==> config.mk <==
export PLATFORM = sky130hd
export DESIGN_NAME = gmcp_ram
export DESIGN_NICKNAME = d
export VERILOG_FILES = /design/src/rtl/gmcp_ram.sv
export SDC_FILE = /design/constraint.sdc
export NUM_CORES = 1
export LEC_CHECK = 0
export BUFFER_PORTS_ARGS = -buffer_cell sky130_fd_sc_hd__buf_2
export CAP_MARGIN = 20
export CORE_UTILIZATION = 45
export CTS_CLUSTER_DIAMETER = 30
export DETAILED_ROUTE_END_ITERATION = 16
export GPL_TIMING_DRIVEN = 0
export SYNTH_ARGS = -nofsm -noshare
export SYNTH_HDL_FRONTEND = slang
export SYNTH_SLANG_ARGS = --single-unit
==> constraint.sdc <==
create_clock -name clk_i -period 2.6 [get_ports clk_i]
set_clock_uncertainty 0.2 [all_clocks]
set_input_delay 0.52 -clock clk_i [delete_from_list [all_inputs] [get_ports clk_i]]
set_output_delay 0.52 -clock clk_i [all_outputs]
set_load 0.02 [all_outputs]
==> src/rtl/gmcp_ram.sv <==
`timescale 1ns / 1ps
module gmcp_ram #(
  parameter int Depth = 16,
  parameter int Width = 8
) (
  input  logic                     clk_i,
  input  logic                     we_i,
  input  logic [$clog2(Depth)-1:0] waddr_i,
  input  logic [Width-1:0]         wdata_i,
  input  logic [$clog2(Depth)-1:0] raddr_i,
  output logic [Width-1:0]         rdata_o
);
  logic [Width-1:0] mem_q [Depth];

  always_ff @(posedge clk_i) begin
    if (we_i) begin
      mem_q[waddr_i] <= wdata_i;
    end
    rdata_o <= mem_q[raddr_i];
  end
endmodule

======== Yosys cells after proc, flatten, opt, wreduce, memory -nomap -nowiden ========
Memories as Yosys holds them, arrays and structs flattened. A register that Yosys moved wholly into a read port is not among the register bits.
Cells that the tools add are included.
word-level totals
  register bits after elaboration ......... 0
  bits in writable memories ............... 128
  input port bits ......................... 18
  logic and storage cells ................. 3
  memories ................................ 1
cells by class
  multiplexer cells ....................... 2
memories
  memory  words  width  read ports  clocked after Yosys merged registers in  wr ports  RTL line  RTL
  mem_q   16     8      1           1                                        1         13        logic [Width-1:0] mem_q [Depth];
operator list
  cell     count
  $mux W1  2

======== Longest topological paths before layout ========
  depth after elaboration ................. 2
  depth in mapped cells ................... 5
  depth with buffers taken out ............ 3

======== Worst setup path after synthesis ========
Ideal clock, no wire load.
  path type ............................... input -> register
  start point ............................. input port waddr_i[2]
  end point ............................... memory mem_q[0][0], enable pin
  arrival time ............................ 1.630 ns
  data required time ...................... 2.017 ns
  path slack .............................. 0.387 ns
  stages on the path ...................... 2
  path buffers ............................ 0
  path through ............................ or3b_2 > nor3_1
RTL lines
  item             RTL line  RTL
  start, declared  8         input logic [$clog2(Depth)-1:0] waddr_i,
  end, declared    13
No word-level cell before the write port.

======== Worst setup path after layout ========
  start point ............................. input port waddr_i[2]
  end point ............................... memory mem_q[0][7], enable pin
No word-level cell before the write port.

==> summary.md <==
| Metric | Value |
|---|---|
| Status | finished, final reports clean |
| Hold Buf Count CTS | 0 |
| Arrival time at the worst endpoint | about 2 ns |
| Fin nets | 294 |
| Minimum clock period | 2.05 ns |
| Most common cell after layout, fill and taps aside | edfxtp_1 |
| Setup crit start kind | primary input |
| Core Area | roughly 11,000 um^2 |
| Synth area leaders | edfxtp_1 (75%), mux4_2 (7.9%), mux4_1 (7.1%) |
| Syn Inst Count | approximately 230 |
| Maximum vdd drop | roughly 0.00042 V |
| R2r endpoint | rdata_o[0]$_DFF_P_ |
| Number of remaining DRC errors | 0 |
| Placed insts | 397 |
| Max clock buf depth | 2 |
| Final period util | 78.7% |
| Row cnt | 38 |
| Reg clk slew, reported paths | ~0.050 ns |
| Clock latency on the worst-skew pair | between 0.4 and 0.5 ns |
| Most frequent cells in the layout | edfxtp_1 (128), buf_2 (27), mux4_2 (18), clkbuf_16 (17), a22oi_1 (16) |
| Critical Path RT | ~2.5 ns |
| Worst Setup SP | waddr_i[2] |
| Total track usage | 19.0% |
| Lkg Pwr | between 2 and 2.5 nW |
| Die Y-Extent | approximately 110 um |
| Flop-to-flop setup slack | 0.94 ns |
| Root cell of the clock tree | clkbuf_16 |
| Max frequency | between 400 and 500 MHz |
| DP HPWL | 6.24 mm |
| Via Count | ~2,400 |
| Warnings, synthesis | 0 |
| Syn Nets | 247 |
| Share of layout cells above drive strength 1 | 30.1% |
| Max_slew headroom | between 40% and 50% |
| WL per Instance | 23.2 um |
| Buffers added on ports | 24 |
| RSZ-0062 raised after global routing | no |
| Vias in the first global route | between 2,000 and 2,500 |
| H-tree depth | 4 |
| Fin cells | 429 |
| Initial core utilization | 46.9% |
| HP Class | in2reg |
| Worst r2r path cells | 3 |
| Die width | ~110 um |
| ANT nets after route | 0 |
| FF+latch count, synth | between 100 and 150 |
| TritonRoute pass-1 iters | 4 |
| Die footprint | 11,900 um^2 |
| Post-route cell area | just over 6000 um^2 |
| Filler instances | a little over 800 |
| Synthesized area | 5150 um^2 |
| I/O Pins | 26 |
| Sequential element share of the synthesized area | roughly 78% |
| Initial antenna violation count | 0 |
| P per Cell Area | 828 nW/um^2 |
| DP Area | 5470 um^2 |
| Num CTS Buffers | 17 |
| CTS tree | yes |
| Yosys top cell area share | between 70% and 80% |
| GPL Wtd Cong | 0.691 |
| Util after Layout | around 55% |
| Syn avg cell area | 22.5 um^2 |
| Ant diodes | 0 |
| Min Hold Slack | 0.305 ns |
| GR Overflow Total | 0 |
| Post-DR vias/cell | 5.61 |
| Setup crit end kind | register |
| Crit path capture | mem_q[0][7]$_DFFE_PP_ |
| Clock Sinks | 136 |
| MaxCap Viol Count | 0 |
| Launching point of the worst reg2reg path | mem_q[11][0]$_DFFE_PP_ |
| First-pass GRT wire length | roughly 15 mm |
| Leading area contributor after synthesis | edfxtp_1 |
| Post-CTS Resized | 0 |
| Setup Buffers After CTS | 0 |
| Initial DRC Count | 186 |
| # setup viols final | 0 |
| Slew @ Worst Pin | approximately 0.83 ns |
| Largest net degree at the start of global routing | 17 |
| Max-slew violations | 0 |
| Final WL | between 9 and 10 mm |
| Distinct cell type count after synthesis | 19 |
| Critical path class | in2reg |
| Max Fanout on Critical Path | 5 |
| Fin. Hold Viols | 0 |
| Synth-to-Final Area Change | 17.5% |
-- metrics by stage --
| stage | setup slack, ns | setup TNS [ns] | power [mW] |
|---|---|---|---|
| finish | 0.554 | 0 | 5.00 |
| global placement | -0.243 | -1.94 | 2.75 |
| global route | 0.466 | 0 | 5.16 |
| detailed placement | 0.0851 | 0 | 2.76 |
| CTS | 0.516 | 0 | 5.04 |
| floorplan | 0.387 | 0 | 2.65 |
-- synthesized netlist by cell type (all sizes together) --
master,count
edfxtp,128
mux4,32
a22oi,16
nor2,13
nand2,9
dfxtp,8
buf,7
nor3,4
clkdlybuf4s25,3
nand2b,2
nand3b,2
and2,1
and2b,1
nand3,1
nor2b,1
or3b,1
-- routing by layer --
metal  part of all wire (%)  GRT usage [%]
met5                      0              0
met4                    1.6           8.49
met1                     44           25.3
met2                     48           28.2
met3                    6.4           6.58
-- how the worst min path moves through the flow --
stage                                start                      to  slack, ns  cells past startpoint
floorplan                       wdata_i[0]   mem_q[0][0]$_DFFE_PP_       0.42                      0
global placement    mem_q[11][2]$_DFFE_PP_      rdata_o[2]$_DFF_P_       0.46                      3
detailed placement   mem_q[8][1]$_DFFE_PP_      rdata_o[1]$_DFF_P_       0.48                      3
CTS                             wdata_i[2]  mem_q[15][2]$_DFFE_PP_       0.30                      1
global route                    wdata_i[2]   mem_q[4][2]$_DFFE_PP_       0.31                      1
finish                          wdata_i[2]   mem_q[4][2]$_DFFE_PP_       0.30                      1
-- cell families (layout without fill, tap and decap cells) --
group	Yosys count	in the layout	share of synthesized area, %
DFF	136	136	77.8
buffers and inverters	10	70	1.68
and+or+nand+nor	35	35	3.18
AOI/OAI and AO/OA	16	16	2.33
muxes	32	32	15.0
-- power by group --
group          total, mW  switching [mW]  internal, mW
Clock               2.29           0.819          1.47
Sequential          2.46          0.0109          2.45
Combinational      0.250           0.152        0.0986
Total               5.00           0.982          4.02
-- worst max-delay path: stages --
cell and delay, ns:
buf_2 0.11, or3b_2 0.53, nor3_1 0.52, buf_4 0.27
-- sequential cells by signal, summed over array words and instances (netlist names) --
register	cells
rdata_o	8
mem_q	128
-- layout make-up --
type                    instances  area [um^2]  share of cell area (%)
flip-flops and latches        136         4000                    66.2
multi-input cells              83         1060                    17.5
clock buffers                  22          474                    7.84
well taps                     140          175                    2.90
repair buffers                 28          150                    2.48
clock inverters                10          100                    1.66
plain buffers                  10         86.3                    1.43
(Power assumes the default switching activity.)
